### config.mk
export PLATFORM = sky130hd
export DESIGN_NAME = keyed_batch_former
export DESIGN_NICKNAME = d
export VERILOG_FILES = /design/src/sv/kbf_pkg.sv /design/src/sv/keyed_batch_former.sv
export SDC_FILE = /design/constraint.sdc
export NUM_CORES = 2
export LEC_CHECK = 0
export BUFFER_PORTS_ARGS = -buffer_cell sky130_fd_sc_hd__buf_2
export CELL_PAD_IN_SITES_DETAIL_PLACEMENT = 0
export CELL_PAD_IN_SITES_GLOBAL_PLACEMENT = 2
export CORE_UTILIZATION = 43
export CTS_BUF_LIST = sky130_fd_sc_hd__clkbuf_16
export DETAILED_ROUTE_END_ITERATION = 10
export PLACE_DENSITY_LB_ADDON = 0.1
export SYNTH_ARGS = -nofsm -noshare
export SYNTH_HDL_FRONTEND = slang
export SYNTH_SLANG_ARGS = --single-unit
### constraint.sdc
create_clock -name clk_i -period 7 [get_ports clk_i]
set_input_delay 1.4 -clock clk_i [delete_from_list [all_inputs] [get_ports clk_i]]
set_output_delay 1.4 -clock clk_i [all_outputs]
set_load 0.05 [all_outputs]
### src/sv/kbf_pkg.sv
// shared types and constants of the keyed batch former
// no dependencies; used by keyed_batch_former, kbf_checker and the testbench
package kbf_pkg;

  // small counts: batch size, members gathered, results per item
  typedef logic [4:0] cnt_t;
  typedef logic [5:0] sum_t;

  localparam cnt_t MinBatch   = 5'd2;
  localparam cnt_t MaxBatch   = 5'd16;
  localparam sum_t MaxResults = 6'd16;

  // register indexes of the configuration port
  localparam logic RegBatchSize = 1'b0;
  localparam logic RegBatchRule = 1'b1;

  // batch rule codes
  localparam logic [1:0] RuleAny      = 2'd0;
  localparam logic [1:0] RuleSameKey  = 2'd1;
  localparam logic [1:0] RuleDistinct = 2'd2;

  typedef struct packed {
    logic [15:0] entry_id;
    logic [15:0] entry_key;
    logic [31:0] created_at;
  } in_item_t;

  typedef struct packed {
    logic [15:0] member_id;
    logic [15:0] member_key;
    logic [31:0] batch_created_at;
    logic        last_member;
    logic        refused;
  } out_item_t;

endpackage

### src/sv/keyed_batch_former.sv
// Each store pass reads the entries in turn through one read port with registered read data.
// Rule any: append, one min pass and one emit/compact pass.
// Same key and distinct: an outer cursor with an inner scan.
// One item at a time; in_ready_o is high only while the sequencer is idle.
// Reset (async, active low) empties the store count and loads batch_size 2, rule 0;
// the store itself is not cleared, entries at or above the count are never read.
module keyed_batch_former #(
  parameter int unsigned STORE_DEPTH = 16
) (
  input  logic                 clk_i,
  input  logic                 rst_ni,
  input  logic                 in_valid_i,
  output logic                 in_ready_o,
  input  kbf_pkg::in_item_t    in_item_i,
  output logic                 out_valid_o,
  input  logic                 out_ready_i,
  output kbf_pkg::out_item_t   out_item_o,
  input  logic                 cfg_we_i,
  input  logic                 cfg_idx_i,
  input  logic [4:0]           cfg_data_i
);

  localparam int unsigned AW = (STORE_DEPTH > 1) ? $clog2(STORE_DEPTH) : 1;
  localparam int unsigned CW = $clog2(STORE_DEPTH + 1);

  typedef logic [AW-1:0] idx_t;
  typedef logic [CW-1:0] ptr_t;

  // sequencer codes
  localparam logic [4:0] S_IDLE    = 5'd0;
  localparam logic [4:0] S_REFUSE  = 5'd1;
  localparam logic [4:0] S_TRY     = 5'd2;
  localparam logic [4:0] S_R1_KEY  = 5'd3;
  localparam logic [4:0] S_R1_KW   = 5'd4;
  localparam logic [4:0] S_R1_RD   = 5'd5;
  localparam logic [4:0] S_R1_CMP  = 5'd6;
  localparam logic [4:0] S_R2_KEY  = 5'd7;
  localparam logic [4:0] S_R2_KW   = 5'd8;
  localparam logic [4:0] S_R2_RD   = 5'd9;
  localparam logic [4:0] S_R2_CMP  = 5'd10;
  localparam logic [4:0] S_MIN0    = 5'd11;
  localparam logic [4:0] S_MIN_RD  = 5'd12;
  localparam logic [4:0] S_MIN_CMP = 5'd13;
  localparam logic [4:0] S_EM0     = 5'd14;
  localparam logic [4:0] S_EM_RD   = 5'd15;
  localparam logic [4:0] S_EM_DO   = 5'd16;

  // waiting store, one write and one registered read port
  kbf_pkg::in_item_t store_mem [STORE_DEPTH];
  kbf_pkg::in_item_t rd_q;
  logic              rd_en;
  idx_t              rd_addr;
  logic              wr_en;
  idx_t              wr_addr;
  kbf_pkg::in_item_t wr_data;

  logic [4:0]            state_q, state_d;
  ptr_t                  count_q, count_d;
  ptr_t                  i_q, i_d;
  ptr_t                  j_q, j_d;
  ptr_t                  w_q, w_d;
  kbf_pkg::cnt_t         got_q, got_d;
  kbf_pkg::cnt_t         left_q, left_d;
  kbf_pkg::cnt_t         n_q, n_d;
  logic [STORE_DEPTH-1:0] pick_q, pick_d;
  logic [15:0]           key_q, key_d;
  logic [31:0]           oldest_q, oldest_d;
  kbf_pkg::in_item_t     hold_q, hold_d;
  logic                  out_valid_q, out_valid_d;
  kbf_pkg::out_item_t    out_q, out_d;
  logic [4:0]            batch_size_q;
  logic [1:0]            batch_rule_q;

  kbf_pkg::cnt_t size;
  kbf_pkg::sum_t res_sum;
  logic          out_free;
  logic          key_hit;

  // clamp the batch size into its meaningful range
  always_comb begin
    if (batch_size_q < kbf_pkg::MinBatch) begin
      size = kbf_pkg::MinBatch;
    end else if (batch_size_q > kbf_pkg::MaxBatch) begin
      size = kbf_pkg::MaxBatch;
    end else begin
      size = batch_size_q;
    end
  end

  assign res_sum  = kbf_pkg::sum_t'(n_q) + kbf_pkg::sum_t'(size);
  assign out_free = !out_valid_q || out_ready_i;
  // shared key comparator
  assign key_hit  = (rd_q.entry_key == key_q);

  assign in_ready_o  = (state_q == S_IDLE);
  assign out_valid_o = out_valid_q;
  assign out_item_o  = out_q;

  // sequencer
  always_comb begin
    state_d     = state_q;
    count_d     = count_q;
    i_d         = i_q;
    j_d         = j_q;
    w_d         = w_q;
    got_d       = got_q;
    left_d      = left_q;
    n_d         = n_q;
    pick_d      = pick_q;
    key_d       = key_q;
    oldest_d    = oldest_q;
    hold_d      = hold_q;
    out_valid_d = out_valid_q && !out_ready_i;
    out_d       = out_q;
    rd_en       = 1'b0;
    rd_addr     = '0;
    wr_en       = 1'b0;
    wr_addr     = count_q[AW-1:0];
    wr_data     = in_item_i;

    unique case (state_q)
      S_IDLE: begin
        if (in_valid_i) begin
          hold_d = in_item_i;
          if (count_q == ptr_t'(STORE_DEPTH)) begin
            state_d = S_REFUSE;
          end else begin
            wr_en   = 1'b1;
            count_d = count_q + ptr_t'(1);
            n_d     = '0;
            state_d = S_TRY;
          end
        end
      end

      // echo the dropped item with the refused flag
      S_REFUSE: begin
        if (out_free) begin
          out_valid_d          = 1'b1;
          out_d.member_id        = hold_q.entry_id;
          out_d.member_key       = hold_q.entry_key;
          out_d.batch_created_at = hold_q.created_at;
          out_d.last_member      = 1'b0;
          out_d.refused          = 1'b1;
          state_d              = S_IDLE;
        end
      end

      // start one batch attempt if another whole batch still fits
      S_TRY: begin
        i_d   = '0;
        got_d = '0;
        if (res_sum > kbf_pkg::MaxResults) begin
          state_d = S_IDLE;
        end else begin
          unique case (batch_rule_q)
            kbf_pkg::RuleAny: begin
              if (32'(count_q) >= 32'(size)) begin
                for (int k = 0; k < STORE_DEPTH; k++) begin
                  pick_d[k] = (32'(k) < 32'(size));
                end
                got_d   = size;
                state_d = S_MIN0;
              end else begin
                state_d = S_IDLE;
              end
            end
            kbf_pkg::RuleSameKey: begin
              state_d = S_R1_KEY;
            end
            kbf_pkg::RuleDistinct: begin
              pick_d  = '0;
              state_d = S_R2_KEY;
            end
            default: begin
              state_d = S_IDLE;
            end
          endcase
        end
      end

      // same key: candidate key at cursor i, count matches from i on
      S_R1_KEY: begin
        if (i_q == count_q) begin
          state_d = S_IDLE;
        end else begin
          rd_en   = 1'b1;
          rd_addr = i_q[AW-1:0];
          pick_d  = '0;
          got_d   = '0;
          j_d     = i_q;
          state_d = S_R1_KW;
        end
      end

      S_R1_KW: begin
        key_d   = rd_q.entry_key;
        state_d = S_R1_RD;
      end

      S_R1_RD: begin
        if (got_q == size) begin
          state_d = S_MIN0;
        end else if (j_q == count_q) begin
          i_d     = i_q + ptr_t'(1);
          state_d = S_R1_KEY;
        end else begin
          rd_en   = 1'b1;
          rd_addr = j_q[AW-1:0];
          state_d = S_R1_CMP;
        end
      end

      S_R1_CMP: begin
        if (key_hit) begin
          pick_d[j_q[AW-1:0]] = 1'b1;
          got_d               = got_q + kbf_pkg::cnt_t'(1);
        end
        j_d     = j_q + ptr_t'(1);
        state_d = S_R1_RD;
      end

      // distinct: take entry i unless an earlier pick has its key
      S_R2_KEY: begin
        if (got_q == size) begin
          state_d = S_MIN0;
        end else if (i_q == count_q) begin
          state_d = S_IDLE;
        end else begin
          rd_en   = 1'b1;
          rd_addr = i_q[AW-1:0];
          state_d = S_R2_KW;
        end
      end

      S_R2_KW: begin
        key_d   = rd_q.entry_key;
        j_d     = '0;
        state_d = S_R2_RD;
      end

      S_R2_RD: begin
        if (j_q == i_q) begin
          pick_d[i_q[AW-1:0]] = 1'b1;
          got_d               = got_q + kbf_pkg::cnt_t'(1);
          i_d                 = i_q + ptr_t'(1);
          state_d             = S_R2_KEY;
        end else if (!pick_q[j_q[AW-1:0]]) begin
          j_d = j_q + ptr_t'(1);
        end else begin
          rd_en   = 1'b1;
          rd_addr = j_q[AW-1:0];
          state_d = S_R2_CMP;
        end
      end

      S_R2_CMP: begin
        if (key_hit) begin
          i_d     = i_q + ptr_t'(1);
          state_d = S_R2_KEY;
        end else begin
          j_d     = j_q + ptr_t'(1);
          state_d = S_R2_RD;
        end
      end

      // oldest creation time over the picked entries
      S_MIN0: begin
        oldest_d = '1;
        j_d      = '0;
        state_d  = S_MIN_RD;
      end

      S_MIN_RD: begin
        if (j_q == count_q) begin
          state_d = S_EM0;
        end else if (!pick_q[j_q[AW-1:0]]) begin
          j_d = j_q + ptr_t'(1);
        end else begin
          rd_en   = 1'b1;
          rd_addr = j_q[AW-1:0];
          state_d = S_MIN_CMP;
        end
      end

      S_MIN_CMP: begin
        if (rd_q.created_at < oldest_q) begin
          oldest_d = rd_q.created_at;
        end
        j_d     = j_q + ptr_t'(1);
        state_d = S_MIN_RD;
      end

      // emit picked entries and compact the rest in one pass
      S_EM0: begin
        j_d     = '0;
        w_d     = '0;
        left_d  = got_q;
        state_d = S_EM_RD;
      end

      S_EM_RD: begin
        if (j_q == count_q) begin
          count_d = w_q;
          state_d = S_TRY;
        end else begin
          rd_en   = 1'b1;
          rd_addr = j_q[AW-1:0];
          state_d = S_EM_DO;
        end
      end

      S_EM_DO: begin
        if (pick_q[j_q[AW-1:0]]) begin
          if (out_free) begin
            out_valid_d            = 1'b1;
            out_d.member_id        = rd_q.entry_id;
            out_d.member_key       = rd_q.entry_key;
            out_d.batch_created_at = oldest_q;
            out_d.last_member      = (left_q == kbf_pkg::cnt_t'(1));
            out_d.refused          = 1'b0;
            left_d                 = left_q - kbf_pkg::cnt_t'(1);
            n_d                    = n_q + kbf_pkg::cnt_t'(1);
            j_d                    = j_q + ptr_t'(1);
            state_d                = S_EM_RD;
          end
        end else begin
          wr_en   = 1'b1;
          wr_addr = w_q[AW-1:0];
          wr_data = rd_q;
          w_d     = w_q + ptr_t'(1);
          j_d     = j_q + ptr_t'(1);
          state_d = S_EM_RD;
        end
      end

      default: begin
        state_d = S_IDLE;
      end
    endcase
  end

  // store access
  always_ff @(posedge clk_i) begin
    if (wr_en) begin
      store_mem[wr_addr] <= wr_data;
    end
    if (rd_en) begin
      rd_q <= store_mem[rd_addr];
    end
  end

  // payload registers
  always_ff @(posedge clk_i) begin
    out_q    <= out_d;
    hold_q   <= hold_d;
    key_q    <= key_d;
    oldest_q <= oldest_d;
  end

  // control registers
  always_ff @(posedge clk_i or negedge rst_ni) begin
    if (!rst_ni) begin
      state_q     <= S_IDLE;
      count_q     <= '0;
      i_q         <= '0;
      j_q         <= '0;
      w_q         <= '0;
      got_q       <= '0;
      left_q      <= '0;
      n_q         <= '0;
      pick_q      <= '0;
      out_valid_q <= 1'b0;
    end else begin
      state_q     <= state_d;
      count_q     <= count_d;
      i_q         <= i_d;
      j_q         <= j_d;
      w_q         <= w_d;
      got_q       <= got_d;
      left_q      <= left_d;
      n_q         <= n_d;
      pick_q      <= pick_d;
      out_valid_q <= out_valid_d;
    end
  end

  // configuration registers
  always_ff @(posedge clk_i or negedge rst_ni) begin
    if (!rst_ni) begin
      batch_size_q <= 5'd2;
      batch_rule_q <= kbf_pkg::RuleAny;
    end else if (cfg_we_i) begin
      unique case (cfg_idx_i)
        kbf_pkg::RegBatchSize: batch_size_q <= cfg_data_i;
        kbf_pkg::RegBatchRule: batch_rule_q <= cfg_data_i[1:0];
        default: ;
      endcase
    end
  end

endmodule

==> metrics.md <==
| Metric | Value |
|---|---|
| Initial antenna violation count | `3` |
| Largest net degree at the start of global routing | `104` |
| CP Launch Type | `flop` |
| DP Wirelength | `approximately 84000 um` |
| Critical Path RT | `7520 ps` |
| Die X | `approximately 360 um` |
| Iteration count of the initial detailed-routing pass | `8` |
| ANT nets after route | `0` |
| Worst reg2reg path depth | `10` |
| Met3 Wirelength | `9230 um` |
| Seq pwr share | `a little under 50%` |
| Port Buf Inserts | `142` |
| CP Cell Sequence | `inv_1, nand3_1, a21o_1, a211oi_1, nand2_1, nand2_8, buf_12, mux4_2, a22o_1, a31o_1` |
| Drt wl/cell | `27.6 um` |
| M1 WL | `66000 um` |
| YS warnings | `0` |
| Vias in the first global route | `32100` |
| Gate Count Post-Synth | `3582` |
| Power density cells | `326 nW/um^2` |
| CTS Hold Bufs | `0` |
| Clk_lat worst skew | `780 ps` |
| Mapped Area | `54200 sq um` |
| Worst endpoint data arrival time | `5770 ps` |
| Setup TNS | `0 ps` |
| Initial Util | `43.6%` |
| Psw | `5420 uW` |
| Max Cap Viol | `0` |
| Syn avg cell area | `between 15 and 20 sq um` |
| Min Clock Period, post-route | `around 5200 ps` |
| End of the worst hold path | `pick_q[8]$_DFFE_PN0P_` |
| Fillers | `10500` |
| Commonest cells after routing, fill and taps aside | `1266 x edfxtp_1, 749 x nand2_1, 150 x clkbuf_16, 143 x a31oi_1, 142 x buf_2` |
| CTS Buf Count | `about 150` |
| RR Startpoint | `state_q[4]$_DFFE_PN0P_` |
| HP Class | `reg -> reg` |
| Hold path cells | `1` |
| Int Power | `14700 uW` |
| Max-slew headroom | `16.7%` |
| GRT overflow | `0` |
| CP max stage cell | `a211oi_1` |
| Post_cts resized | `0` |
| Reg2Reg Setup Slack | `1750 ps` |
| Via count | `31800` |
| Most common cell after layout, fill and taps aside | `edfxtp_1` |
| Vias/cell | `5.81` |
| CTS root buffer | `clkbuf_16` |
| Nets@finish | `~3900` |
| Status | `completed` |
| Die height | `357 um` |
| Syn_nets | `3718` |
| Full die area | `127000 sq um` |
| Worst slew pin tran | `roughly 1200 ps` |
| Routed WL | `151000 um` |
| Power share of the combinational group | `13.2%` |
| Area Overhead vs Synth | `13.7%` |
| Unrepaired setup endpoints after global routing | `no` |
| Reg-to-Reg End | `rd_q[26]$_DFFE_PP_` |
| CP Max Fanout | `87` |
| H-Tree Depth | `4` |
| CP bufs+invs | `2` |
| Peak supply drop | `0.000304 V` |
| Crit. End Element | `flop` |
| Post-synth EDFFs | `1266` |
| FMAX | `0.191 GHz` |
| WS Path Type | `reg -> reg` |
| Leakage power | `around 0.021 uW` |
| # setup viols final | `0` |
| Detailed Route Iter0 Violations | `approximately 3000` |
| #FFs+latches synth | `1330` |
| Tot Pwr | `roughly 20000 uW` |
| DRC Markers | `0` |
| Met2 routed WL | `between 70000 and 80000 um` |
| Net Sw Frac | `27.0%` |
| First-pass GRT wire length | `219000 um` |
| Cell family contributing the most delay on the critical path | `compound AO/OA/AOI/OAI gates` |
| Worst path max stage delay | `800 ps` |
| Clock skew | `20.0 ps` |
| Final Hold Vio Count | `0` |
| Number of setup buffers added after CTS | `0` |
| # IOs | `143` |
| Num Clock Sinks | `1330` |
| Clk network pwr share | `37.1%` |
| Num rows | `roughly 130` |
| Reg clk slew, reported paths | `approximately 60 ps` |
| Hold Crit Start | `pick_q[8]$_DFFE_PN0P_` |
| Pins over their slew limit | `0` |
| Clock tree buffer depth | `3` |
| Placeable Area | `124000 sq um` |
| Share of layout cells above drive strength 1 | `15.7%` |
| Uppermost routed layer | `met5` |
| Register area share after synthesis | `73.1%` |
| Top FF cell, synth | `edfxtp_1` |
| Ys async rst share | `~4.8%` |
| Gr usage total | `23.8%` |
| Fin crit share | `about three quarters` |
| GP Congestion | `between 0.7 and 0.8` |
| Synth cell types | `87` |
| CTS tree | `done` |
[kinds of logic after synthesis]
| kind of cell | Yosys count | share of synthesized area [%] |
|---|---|---|
| adders and majority gates | 61 | 1.42 |
| and+or+nand+nor | 1135 | 9.10 |
| buffers and inverters | 285 | 2.28 |
| muxes | 141 | 5.62 |
| DFF | 1330 | 73.1 |
| xor gates and xnor gates | 43 | 0.695 |
| AOI/OAI and AO/OA | 587 | 7.77 |
[power groups by stage]
stage,Combinational [uW],Clock (uW),Sequential [uW]
after global routing,2880,7900,10100
after floorplan,1580,0,10200
after CTS,2680,7610,9990
after global placement,2650,0,10100
after detailed placement,2680,0,10100
final,2650,7450,9990
[Yosys cell counts, drive strengths merged, types with 6 or more instances]
master   count  share of area [%]
a22oi        6              0.092
a211oi      75                1.0
a31o        64                1.0
a21o        23               0.32
nand2b      10               0.13
mux4       130                5.4
clkbuf     152                1.1
nor4        11               0.13
a21oi       45               0.42
nand4       21               0.24
o21ai       85               0.79
nor3        18               0.18
nor2b       13               0.15
nand2      753                5.2
xor2        32               0.52
ha          60                1.4
dfrtp       63                2.9
o31ai        8               0.15
buf         66               0.76
xnor2       11               0.18
or3         36               0.42
a2bb2oi      9               0.15
a31oi      144                1.7
edfxtp    1266                 70
nand3       95               0.89
o22a         7               0.11
and3        80               0.92
inv         66               0.46
nor3b        6              0.083
a22o        65                1.1
nor2        78               0.54
mux2         8               0.17
a311oi       6              0.097
o22ai        9               0.10
[registers in the layout, indices dropped and copies added (netlist names), 2 cells and up]
register,flops
batch_rule_q,2
batch_size_q,5
count_q,5
got_q,5
hold_q,64
i_q,5
j_q,5
key_q,16
left_q,5
n_q,5
oldest_q,32
out_item_o,66
pick_q,16
rd_q,64
state_q,5
store_mem,1024
w_q,5
[worst max path at each step]
stage,end,start,cells past startpoint
6_report,rd_q[26]$_DFFE_PP_,state_q[4]$_DFFE_PN0P_,10
3_3_place_gp,rd_q[62]$_DFFE_PP_,state_q[4]$_DFFE_PN0P_,10
3_5_place_dp,rd_q[62]$_DFFE_PP_,state_q[4]$_DFFE_PN0P_,10
5_1_grt,rd_q[62]$_DFFE_PP_,state_q[4]$_DFFE_PN0P_,10
4_1_cts,rd_q[62]$_DFFE_PP_,state_q[4]$_DFFE_PN0P_,10
2_1_floorplan,store_mem[12][0]$_DFFE_PP_,state_q[2]$_DFFE_PN0P_,10
[through the flow]
stage / worst slack (ps) / hold WS (ps) / area (sq um) / std cells / util (%)
after detailed placement: 1880 / 469 / 57000 / 5212 / 45.9
after global routing: 1470 / 496 / 61600 / 5472 / 49.6
after global placement: 1860 / 468 / 57000 / 5212 / 45.9
after floorplan: 1230 / 444 / 54200 / 3582 / -
final: 1750 / 480 / 61600 / 5472 / 49.6
after CTS: 1870 / 481 / 61600 / 5471 / 49.6
[metal layers]
layer  track usage, %  up-vias
li1                 -    14000
met2             39.0     1008
met1             33.0    16600
met3             4.25      203
met5                0        -
met4             6.18        4
[final cells by class]
class	count	area (sq um)	share of cell area (%)
clock inverters	109	868	1.41
inverters	67	254	0.412
multi-input cells	1967	13600	22.1
diodes	1	2.50	0.00406
repair buffers	211	1480	2.40
flip-flops and latches	1330	39600	64.3
well taps	1637	2050	3.32
clock buffers	150	3750	6.09
No activity file was read; power rests on OpenSTA's default activity.
